$ cat src/hdl/assert_macros.svh
// Assertion macros shared by the files that carry concurrent checks.
// Depends on nothing; every macro samples on the given clock with reset excluded.
`ifndef ASSERT_MACROS_SVH
`define ASSERT_MACROS_SVH

// The consequent must hold in the same cycle as the antecedent.
`define ASSERT_SAME(label, clk, rst_n, ante, cons) \
    label: assert property (@(posedge clk) disable iff (!rst_n) (ante) |-> (cons)) \
        else $error("assertion failed");

// The consequent must hold in the cycle after the antecedent.
`define ASSERT_NEXT(label, clk, rst_n, ante, cons) \
    label: assert property (@(posedge clk) disable iff (!rst_n) (ante) |=> (cons)) \
        else $error("assertion failed");

`endif

$ cat src/hdl/id3_pkg.sv
// Shared types and constants of the ID3v2 tag deframer.
// Depends on nothing; used by the front parser, the result queue and the top level.
package id3_pkg;

    localparam int SEGMENT_BITS = 8;
    localparam int SEG_LIMIT_INT = ((1 << SEGMENT_BITS) - 1) > 255 ? 255
                                   : ((1 << SEGMENT_BITS) - 1);
    localparam logic [7:0] SEG_LIMIT = SEG_LIMIT_INT[7:0];

    localparam int QUEUE_DEPTH = 4;
    localparam int QUEUE_AW = $clog2(QUEUE_DEPTH);

    typedef enum logic [1:0] {
        KIND_TAG_HDR   = 2'd0,
        KIND_FRAME_HDR = 2'd1,
        KIND_BODY      = 2'd2,
        KIND_TAG_END   = 2'd3
    } kind_t;

    typedef struct packed {
        kind_t       kind;
        logic [7:0]  version_major;
        logic [7:0]  version_revision;
        logic [3:0]  tag_flag_bits;
        logic [27:0] tag_length;
        logic [31:0] frame_ident;
        logic [27:0] frame_length;
        logic [15:0] frame_flag_word;
        logic [7:0]  body_value;
        logic [27:0] body_offset;
        logic [7:0]  segment_number;
        logic        last;
    } result_t;

    typedef struct packed {
        logic    valid;
        result_t item;
    } wr_t;

    typedef struct packed {
        logic    full;
        logic    empty;
        result_t head;
    } q_status_t;

endpackage

$ cat src/hdl/id3v2_tag_deframer.sv
// Top level of the ID3v2.4 tag deframer: parser front, result queue and checks.
// Depends on id3_pkg, id3_front, id3_queue and assert_macros.svh.

// The block takes one tag byte per clock cycle and never stalls for its own work:
// each byte is classified and its result item, if any, is formed in the same cycle
// by the parser and written into a four-entry result queue. Input is refused (full
// high) only while that queue holds four unread items, so a consumer that pops in
// every cycle sees a sustained rate of one byte per cycle. Each result is registered
// in the queue and shows on the output once all items ahead of it are popped. After
// the tag end item the block ignores all further bytes until reset.
`include "assert_macros.svh"

module id3v2_tag_deframer
    import id3_pkg::*;
(
    input  logic        clk,
    input  logic        rst_n,
    input  logic        push,
    output logic        full,
    input  logic [7:0]  in_byte,
    output logic        empty,
    input  logic        pop,
    output logic [1:0]  kind,
    output logic [7:0]  version_major,
    output logic [7:0]  version_revision,
    output logic [3:0]  tag_flag_bits,
    output logic [27:0] tag_length,
    output logic [31:0] frame_ident,
    output logic [27:0] frame_length,
    output logic [15:0] frame_flag_word,
    output logic [7:0]  body_value,
    output logic [27:0] body_offset,
    output logic [7:0]  segment_number,
    output logic        last
);

    wr_t       wr;
    q_status_t status;
    logic      accept;
    logic      head_is_end;
    logic      frame_fields_clear;
    logic      last_matches;

    assign accept = push && !status.full;

    id3_front u_front
    (
        .clk     (clk),
        .rst_n   (rst_n),
        .accept  (accept),
        .in_byte (in_byte),
        .wr      (wr)
    );

    id3_queue u_queue
    (
        .clk    (clk),
        .rst_n  (rst_n),
        .wr     (wr),
        .rd     (pop),
        .status (status)
    );

    assign full             = status.full;
    assign empty            = status.empty;
    assign kind             = status.head.kind;
    assign version_major    = status.head.version_major;
    assign version_revision = status.head.version_revision;
    assign tag_flag_bits    = status.head.tag_flag_bits;
    assign tag_length       = status.head.tag_length;
    assign frame_ident      = status.head.frame_ident;
    assign frame_length     = status.head.frame_length;
    assign frame_flag_word  = status.head.frame_flag_word;
    assign body_value       = status.head.body_value;
    assign body_offset      = status.head.body_offset;
    assign segment_number   = status.head.segment_number;
    assign last             = status.head.last;

    assign head_is_end        = !empty && (kind == KIND_TAG_END);
    assign frame_fields_clear = (frame_ident == 32'd0) && (frame_length == 28'd0)
                                && (body_value == 8'd0);
    assign last_matches       = (({1'b0, body_offset} + 29'd1) == {1'b0, frame_length});

    `ASSERT_SAME(a_no_write_when_refused, clk, rst_n, !accept, !wr.valid)
    `ASSERT_SAME(a_tag_end_no_frame, clk, rst_n, head_is_end, frame_fields_clear)
    `ASSERT_SAME(a_last_at_frame_end, clk, rst_n, !empty && last, last_matches)
    `ASSERT_NEXT(a_item_kept, clk, rst_n, wr.valid && accept && !pop, !empty)

endmodule

$ cat src/hdl/id3_front.sv
// Front parser: accepts one tag byte a cycle while accept is high, tracks the header
// and frame state and produces at most one result item per byte. Depends on id3_pkg.
module id3_front
    import id3_pkg::*;
(
    input  logic       clk,
    input  logic       rst_n,
    input  logic       accept,
    input  logic [7:0] in_byte,
    output wr_t        wr
);

    typedef enum logic [2:0] {
        PH_TAG_HDR   = 3'd0,
        PH_EXT_SIZE  = 3'd1,
        PH_EXT_SKIP  = 3'd2,
        PH_FRAME_HDR = 3'd3,
        PH_BODY      = 3'd4,
        PH_DONE      = 3'd5
    } phase_t;

    phase_t      phase_reg, phase_next;
    logic [3:0]  pc_reg, pc_next;
    logic [15:0] ver_reg, ver_next;
    logic [3:0]  tflags_reg, tflags_next;
    logic [27:0] tsize_reg, tsize_next;
    logic [27:0] consumed_reg, consumed_next;
    logic [27:0] skip_reg, skip_next;
    logic [31:0] fid_reg, fid_next;
    logic [27:0] fsize_reg, fsize_next;
    logic [15:0] fflags_reg, fflags_next;
    logic [27:0] bp_reg, bp_next;
    logic [7:0]  nul_reg, nul_next;

    logic        res_valid;
    kind_t       res_kind;
    logic        with_frame;
    logic [7:0]  res_value;
    logic [27:0] res_offset;
    logic [7:0]  res_segment;
    logic        res_last;
    logic [28:0] bp_inc;
    logic [27:0] skip_shift;
    logic [27:0] skip_dec;
    logic [31:0] fid_base;
    logic [27:0] fsize_base;
    logic [15:0] fflags_base;

    always_comb
    begin
        phase_next    = phase_reg;
        pc_next       = pc_reg;
        ver_next      = ver_reg;
        tflags_next   = tflags_reg;
        tsize_next    = tsize_reg;
        consumed_next = consumed_reg;
        skip_next     = skip_reg;
        fid_next      = fid_reg;
        fsize_next    = fsize_reg;
        fflags_next   = fflags_reg;
        bp_next       = bp_reg;
        nul_next      = nul_reg;
        res_valid     = 1'b0;
        res_kind      = KIND_TAG_HDR;
        with_frame    = 1'b0;
        res_value     = 8'd0;
        res_offset    = 28'd0;
        res_segment   = 8'd0;
        res_last      = 1'b0;
        bp_inc        = {1'b0, bp_reg} + 29'd1;
        skip_shift    = {skip_reg[20:0], in_byte[6:0]};
        skip_dec      = (skip_reg == 28'd0) ? 28'd0 : skip_reg - 28'd1;
        fid_base      = (pc_reg == 4'd0) ? 32'd0 : fid_reg;
        fsize_base    = (pc_reg == 4'd0) ? 28'd0 : fsize_reg;
        fflags_base   = (pc_reg == 4'd0) ? 16'd0 : fflags_reg;

        if (accept)
        begin
            case (phase_reg)
                PH_TAG_HDR:
                begin
                    if (pc_reg == 4'd3)
                        ver_next[15:8] = in_byte;
                    else if (pc_reg == 4'd4)
                        ver_next[7:0] = in_byte;
                    else if (pc_reg == 4'd5)
                        tflags_next = in_byte[7:4];
                    else if (pc_reg >= 4'd6)
                        tsize_next = {tsize_reg[20:0], in_byte[6:0]};
                    if (pc_reg >= 4'd9)
                    begin
                        phase_next    = tflags_reg[2] ? PH_EXT_SIZE : PH_FRAME_HDR;
                        pc_next       = 4'd0;
                        consumed_next = 28'd0;
                        skip_next     = 28'd0;
                        res_valid     = 1'b1;
                        res_kind      = KIND_TAG_HDR;
                    end
                    else
                    begin
                        pc_next = pc_reg + 4'd1;
                    end
                end
                PH_DONE:
                begin
                    phase_next = PH_DONE;
                end
                default:
                begin
                    if (consumed_reg >= tsize_reg ||
                        (phase_reg == PH_FRAME_HDR && pc_reg == 4'd0 && in_byte == 8'd0))
                    begin
                        phase_next = PH_DONE;
                        res_valid  = 1'b1;
                        res_kind   = KIND_TAG_END;
                    end
                    else
                    begin
                        consumed_next = consumed_reg + 28'd1;
                        case (phase_reg)
                            PH_EXT_SIZE:
                            begin
                                if (pc_reg >= 4'd3)
                                begin
                                    skip_next  = (skip_shift >= 28'd4) ? skip_shift - 28'd4
                                                                       : 28'd0;
                                    phase_next = (skip_shift > 28'd4) ? PH_EXT_SKIP
                                                                      : PH_FRAME_HDR;
                                    pc_next    = 4'd0;
                                end
                                else
                                begin
                                    skip_next = skip_shift;
                                    pc_next   = pc_reg + 4'd1;
                                end
                            end
                            PH_EXT_SKIP:
                            begin
                                skip_next = skip_dec;
                                if (skip_dec == 28'd0)
                                begin
                                    phase_next = PH_FRAME_HDR;
                                    pc_next    = 4'd0;
                                end
                            end
                            PH_FRAME_HDR:
                            begin
                                fid_next    = fid_base;
                                fsize_next  = fsize_base;
                                fflags_next = fflags_base;
                                if (pc_reg < 4'd4)
                                    fid_next = {fid_base[23:0], in_byte};
                                else if (pc_reg < 4'd8)
                                    fsize_next = {fsize_base[20:0], in_byte[6:0]};
                                else
                                    fflags_next = {fflags_base[7:0], in_byte};
                                if (pc_reg >= 4'd9)
                                begin
                                    bp_next    = 28'd0;
                                    nul_next   = 8'd0;
                                    pc_next    = 4'd0;
                                    phase_next = (fsize_base != 28'd0) ? PH_BODY
                                                                       : PH_FRAME_HDR;
                                    res_valid  = 1'b1;
                                    res_kind   = KIND_FRAME_HDR;
                                    with_frame = 1'b1;
                                end
                                else
                                begin
                                    pc_next = pc_reg + 4'd1;
                                end
                            end
                            default:
                            begin
                                res_valid   = 1'b1;
                                res_kind    = KIND_BODY;
                                with_frame  = 1'b1;
                                res_value   = in_byte;
                                res_offset  = bp_reg;
                                res_segment = nul_reg;
                                res_last    = (bp_inc == {1'b0, fsize_reg});
                                if (in_byte == 8'd0 && nul_reg < SEG_LIMIT)
                                    nul_next = nul_reg + 8'd1;
                                bp_next = bp_inc[27:0];
                                if (bp_inc >= {1'b0, fsize_reg})
                                begin
                                    phase_next = PH_FRAME_HDR;
                                    pc_next    = 4'd0;
                                end
                            end
                        endcase
                    end
                end
            endcase
        end

        wr.valid                 = res_valid;
        wr.item.kind             = res_kind;
        wr.item.version_major    = ver_next[15:8];
        wr.item.version_revision = ver_next[7:0];
        wr.item.tag_flag_bits    = tflags_next;
        wr.item.tag_length       = tsize_next;
        wr.item.frame_ident      = with_frame ? fid_next : 32'd0;
        wr.item.frame_length     = with_frame ? fsize_next : 28'd0;
        wr.item.frame_flag_word  = with_frame ? fflags_next : 16'd0;
        wr.item.body_value       = res_value;
        wr.item.body_offset      = res_offset;
        wr.item.segment_number   = res_segment;
        wr.item.last             = res_last;
    end

    always_ff @(posedge clk or negedge rst_n)
    begin
        if (!rst_n)
        begin
            phase_reg    <= PH_TAG_HDR;
            pc_reg       <= 4'd0;
            ver_reg      <= 16'd0;
            tflags_reg   <= 4'd0;
            tsize_reg    <= 28'd0;
            consumed_reg <= 28'd0;
            skip_reg     <= 28'd0;
            fid_reg      <= 32'd0;
            fsize_reg    <= 28'd0;
            fflags_reg   <= 16'd0;
            bp_reg       <= 28'd0;
            nul_reg      <= 8'd0;
        end
        else
        begin
            phase_reg    <= phase_next;
            pc_reg       <= pc_next;
            ver_reg      <= ver_next;
            tflags_reg   <= tflags_next;
            tsize_reg    <= tsize_next;
            consumed_reg <= consumed_next;
            skip_reg     <= skip_next;
            fid_reg      <= fid_next;
            fsize_reg    <= fsize_next;
            fflags_reg   <= fflags_next;
            bp_reg       <= bp_next;
            nul_reg      <= nul_next;
        end
    end

endmodule

$ cat src/hdl/id3_queue.sv
// Result queue: a short first-in first-out store between the parser and the result side.
// Depends on id3_pkg.
module id3_queue
    import id3_pkg::*;
(
    input  logic      clk,
    input  logic      rst_n,
    input  wr_t       wr,
    input  logic      rd,
    output q_status_t status
);

    result_t               mem [QUEUE_DEPTH];
    logic [QUEUE_AW-1:0]   wp_reg;
    logic [QUEUE_AW-1:0]   rp_reg;
    logic [QUEUE_AW:0]     count_reg;
    logic                  do_wr;
    logic                  do_rd;

    assign status.full  = (count_reg == (QUEUE_AW + 1)'(QUEUE_DEPTH));
    assign status.empty = (count_reg == '0);
    assign status.head  = mem[rp_reg];
    assign do_wr        = wr.valid && !status.full;
    assign do_rd        = rd && !status.empty;

    always_ff @(posedge clk)
    begin
        if (do_wr)
            mem[wp_reg] <= wr.item;
    end

    always_ff @(posedge clk or negedge rst_n)
    begin
        if (!rst_n)
        begin
            wp_reg    <= '0;
            rp_reg    <= '0;
            count_reg <= '0;
        end
        else
        begin
            if (do_wr)
                wp_reg <= wp_reg + 1'b1;
            if (do_rd)
                rp_reg <= rp_reg + 1'b1;
            if (do_wr && !do_rd)
                count_reg <= count_reg + 1'b1;
            else if (do_rd && !do_wr)
                count_reg <= count_reg - 1'b1;
        end
    end

endmodule

$ cat config.mk
export PLATFORM = sky130hd
export DESIGN_NAME = id3v2_tag_deframer
export DESIGN_NICKNAME = d
export VERILOG_FILES = /design/src/hdl/id3_pkg.sv /design/src/hdl/id3v2_tag_deframer.sv /design/src/hdl/id3_front.sv /design/src/hdl/id3_queue.sv
export VERILOG_INCLUDE_DIRS = /design/src /design/src/hdl
export SDC_FILE = /design/constraint.sdc
export NUM_CORES = 1
export LEC_CHECK = 0
export ABC_CLOCK_PERIOD_IN_PS = 7100
export BUFFER_PORTS_ARGS = -buffer_cell sky130_fd_sc_hd__buf_4
export CAP_MARGIN = 15
export CORE_MARGIN = 2
export CORE_UTILIZATION = 50
export CTS_BUF_LIST = sky130_fd_sc_hd__clkbuf_8
export CTS_CLUSTER_SIZE = 30
export DETAILED_ROUTE_END_ITERATION = 7
export GPL_TIMING_DRIVEN = 0
export PLACE_DENSITY = 0.7
export SYNTH_ARGS = -nofsm -noshare
export SYNTH_HDL_FRONTEND = slang
export SYNTH_SLANG_ARGS = --single-unit
$ cat constraint.sdc
create_clock -name clk -period 7.1 [get_ports clk]
set_clock_uncertainty 0.1 [all_clocks]
set_input_delay 1.42 -clock clk [delete_from_list [all_inputs] [get_ports clk]]
set_output_delay 1.42 -clock clk [all_outputs]
set_load 0.05 [all_outputs]
==> metrics.csv <==
stage;metric;value;unit
worst_setup_path;critPathKind;input port to flop;
timing;finalSetupViolations;0;
power;intPower;11.7;mW
worst_setup_path;arrival;7.05;ns
yosys;synthFlopType;edfxtp_1;
yosys;synth-seq-cells;914;
cts;insertion_delay;0.82;ns
placement;gp_congestion;0.907;
grt;grt-ovfl-total;0;
cts;cts.reportedPaths.clkPinSlew;0.06;ns
timing;slew_headroom;22.7;%
yosys;synth_area;38700;um^2
cts;htreeDepth;4;
final_layout;nFillCells;5936;
final_layout;nNetsFinal;2967;
grt;first_global_vias;24030;
yosys;synthTopCellsByArea;edfxtp_1 (53%), dfrtp_1 (15%), mux4_2 (10%), ha_1 (2.3%), nand2_1 (1.6%);
worst_hold_path;min_path_type;input port to asynchronous set/reset pin;
die;coreArea;77100;um^2
power;power_density;441;nW/um^2
final_layout;area_growth;15.9;%
power;seqPwrFrac;35.8;%
yosys;yosys_warnings;0;
worst_setup_path;cp-end-kind;flop;
die;start_util;50.2;%
worst_setup_path;worstRegToRegCells;12;
timing;holdWs;0.322;ns
cts;post-cts-setup-buffers;0;
timing;setup_slack;0.538;ns
detailed_routing;viasPerCell;5.89;
worst_setup_path;r2r-end;u_queue.mem[1][53];
cts;cts_hold_buf;0;
die;fp.dieH;282;um
power;switching_share;40.7;%
detailed_routing;drt_wl_total;97200;um
yosys;synth_edf_count;684;
yosys;muxShareOfSynthArea;11.1;%
final_layout;largest_register_ffs;684;
placement;portBuffers;181;
yosys;synth_nets;2613;
yosys;synthArstFlopShare;25.2;%
timing;finalCritPeriodShare;92.4;%
yosys;synth_top_area_cell;edfxtp_1;
cts;clock_path_buffers;3;
power;comb_power_share;41.5;%
grt;antenna_found_initial;1;
timing;final_hold_viol_count;0;
final_layout;drive_gt1_share;21.7;%
yosys;synth_compound_area_share;6.28;%
power;ir_worst_vdd;0.000220;V
yosys;seq_area_frac_synth;68.0;%
timing;fmax;152;MHz
timing;rsz0062_at_grt;no;
detailed_routing;dr.pass1.iters;7;
detailed_routing;drc;0;
worst_setup_path;crit_fanout;10;
yosys;synth_xor_area_share;1.45;%
cts;root_buffer;clkbuf_8;
die;placement_rows;102;
power;p_total;19.8;mW
placement;dpl_worst_slack;-0.241;ns
die;io_pins;185;
power;pwr-share-clk;22.6;%
grt;grt_max_degree;119;
worst_setup_path;worstSetupStartpointType;input port;
power;power_leakage;16.7;nW
worst_setup_path;r2r_start;u_front.pc_reg[0];
yosys;ys_types;75;
cts;numCtsBuffers;149;
yosys;synth_top_area_share;53.1;%
status;status;finished, final reports clean;
cts;clkSinkCount;914;
cts;cts_resized;0;
detailed_routing;wl_per_cell;24.0;um
cts;cts_tree;yes;
timing;tns;0;ns
worst_setup_path;reg2reg_slack;1.78;ns
power;power_switching;8.04;mW
final_layout;final_cell_mix;edfxtp_1 (684), dfrtp_1 (230), buf_4 (182), mux4_2 (171);
timing;period_minus_slack;6.56;ns
die;die_w;282;um
final_layout;final_common_cell;edfxtp_1;
detailed_routing;drt-initial-drc-count;2416;
timing;final_max_slew_viol_count;0;
worst_setup_path;required;7.59;ns
run;max_cap_viol_count;0;
die;die_area;79600;um^2
timing;max_slew.worst_pin.slew;1.16;ns
placement;dp_hpwl;66200;um
yosys;synth_adder_area_share;2.41;%
detailed_routing;vias;23854;
detailed_routing;antenna_left;0;
grt;grt_usage;24.8;%
yosys;synth-simple-area-share;8.33;%
yosys;synth_top_family_by_area;multiplexers;
yosys;synthCells;2528;
grt;grt_pass1_wl;147000;um
yosys;avgSynthCellArea;15.3;um^2
[kinds of logic (layout without fill, tap and decap cells)]
group / after synthesis / in the layout
simple gates: 630 / 630
compound gates: 391 / 391
other cells: 0 / 1
flops: 914 / 914
xor+xnor: 64 / 64
fa+ha+maj: 74 / 74
buf+inv: 243 / 726
mux: 212 / 212
[stage by stage]
stage	instance area, um^2	utilization (%)	std cells
6_report	44800	58.2	4052
5_1_grt	44800	58.2	4052
4_1_cts	44800	58.1	4049
3_5_place_dp	41800	54.2	3769
3_3_place_gp	41400	53.7	3749
2_1_floorplan	38700	-	2528
[power by group through the flow]
| stage | logic, mW | registers (mW) | clock network (mW) |
|---|---|---|---|
| after CTS | 8.26 | 7.08 | 4.56 |
| after detailed placement | 8.24 | 7.18 | 0 |
| after global placement | 8.05 | 7.24 | 0 |
| after global routing | 8.68 | 7.16 | 4.80 |
| final | 8.21 | 7.09 | 4.47 |
| after floorplan | 5.67 | 7.09 | 0 |
[worst max-delay path, cell delays in order]
cell and delay [ns]:
clkbuf_1 0.72, inv_1 0.52, ha_1 0.33, or4b_1 0.26, nor4_1 0.15, a2111oi_0 0.78, o21ai_1 0.39, nor4_1 0.56
clkbuf_1 0.60, o21a_1 0.59, clkbuf_1 0.36, and2_1 0.34
[cells in the mapped netlist (36+ instances only)]
cell type and instances:
a22o_1 49, ha_1 72, nand3_1 36, nor2_1 129, nand4_1 50, edfxtp_1 684, nor3_1 39, or3_1 42
o21ai_0 121, nand2_1 170, and3_1 46, xnor2_1 45, dfrtp_1 230, a21oi_1 108, mux4_2 171, clkbuf_1 97
inv_1 94
[metal layers]
| metal | vias to the layer above | wire [um] | track usage (%) |
|---|---|---|---|
| li1 | 10536 | - | - |
| met1 | 12186 | 40700 | 34.4 |
| met2 | 952 | 47100 | 39.9 |
| met3 | 180 | 6560 | 4.49 |
| met4 | 0 | 2850 | 8.70 |
| met5 | - | 0 | 0 |
[worst max path at each step]
stage                     cells after the start                  to       start  slack (ns)
after detailed placement                     14  u_queue.mem[1][53]  in_byte[2]       -0.24
after CTS                                    14  u_queue.mem[1][53]  in_byte[2]        0.64
after floorplan                              10   u_queue.mem[0][0]  in_byte[3]        1.19
final                                        12  u_queue.mem[3][58]  in_byte[3]        0.54
after global placement                       10  u_queue.mem[1][72]  in_byte[3]       -2.44
after global routing                         12  u_queue.mem[2][58]  in_byte[3]        0.18
[cell type report]
cell class	count	area [um^2]	share of cell area (%)
timing repair buffer	203	1830	4.08
clock buffer	170	2340	5.22
multi-input combinational	1371	11500	25.6
sequential	914	26300	58.7
buffer	148	602	1.34
inverter	95	357	0.795
tap	1040	1300	2.90
antenna	1	2.50	0.00558
clock inverter	110	644	1.44
Power figures use the tool's default switching activity.
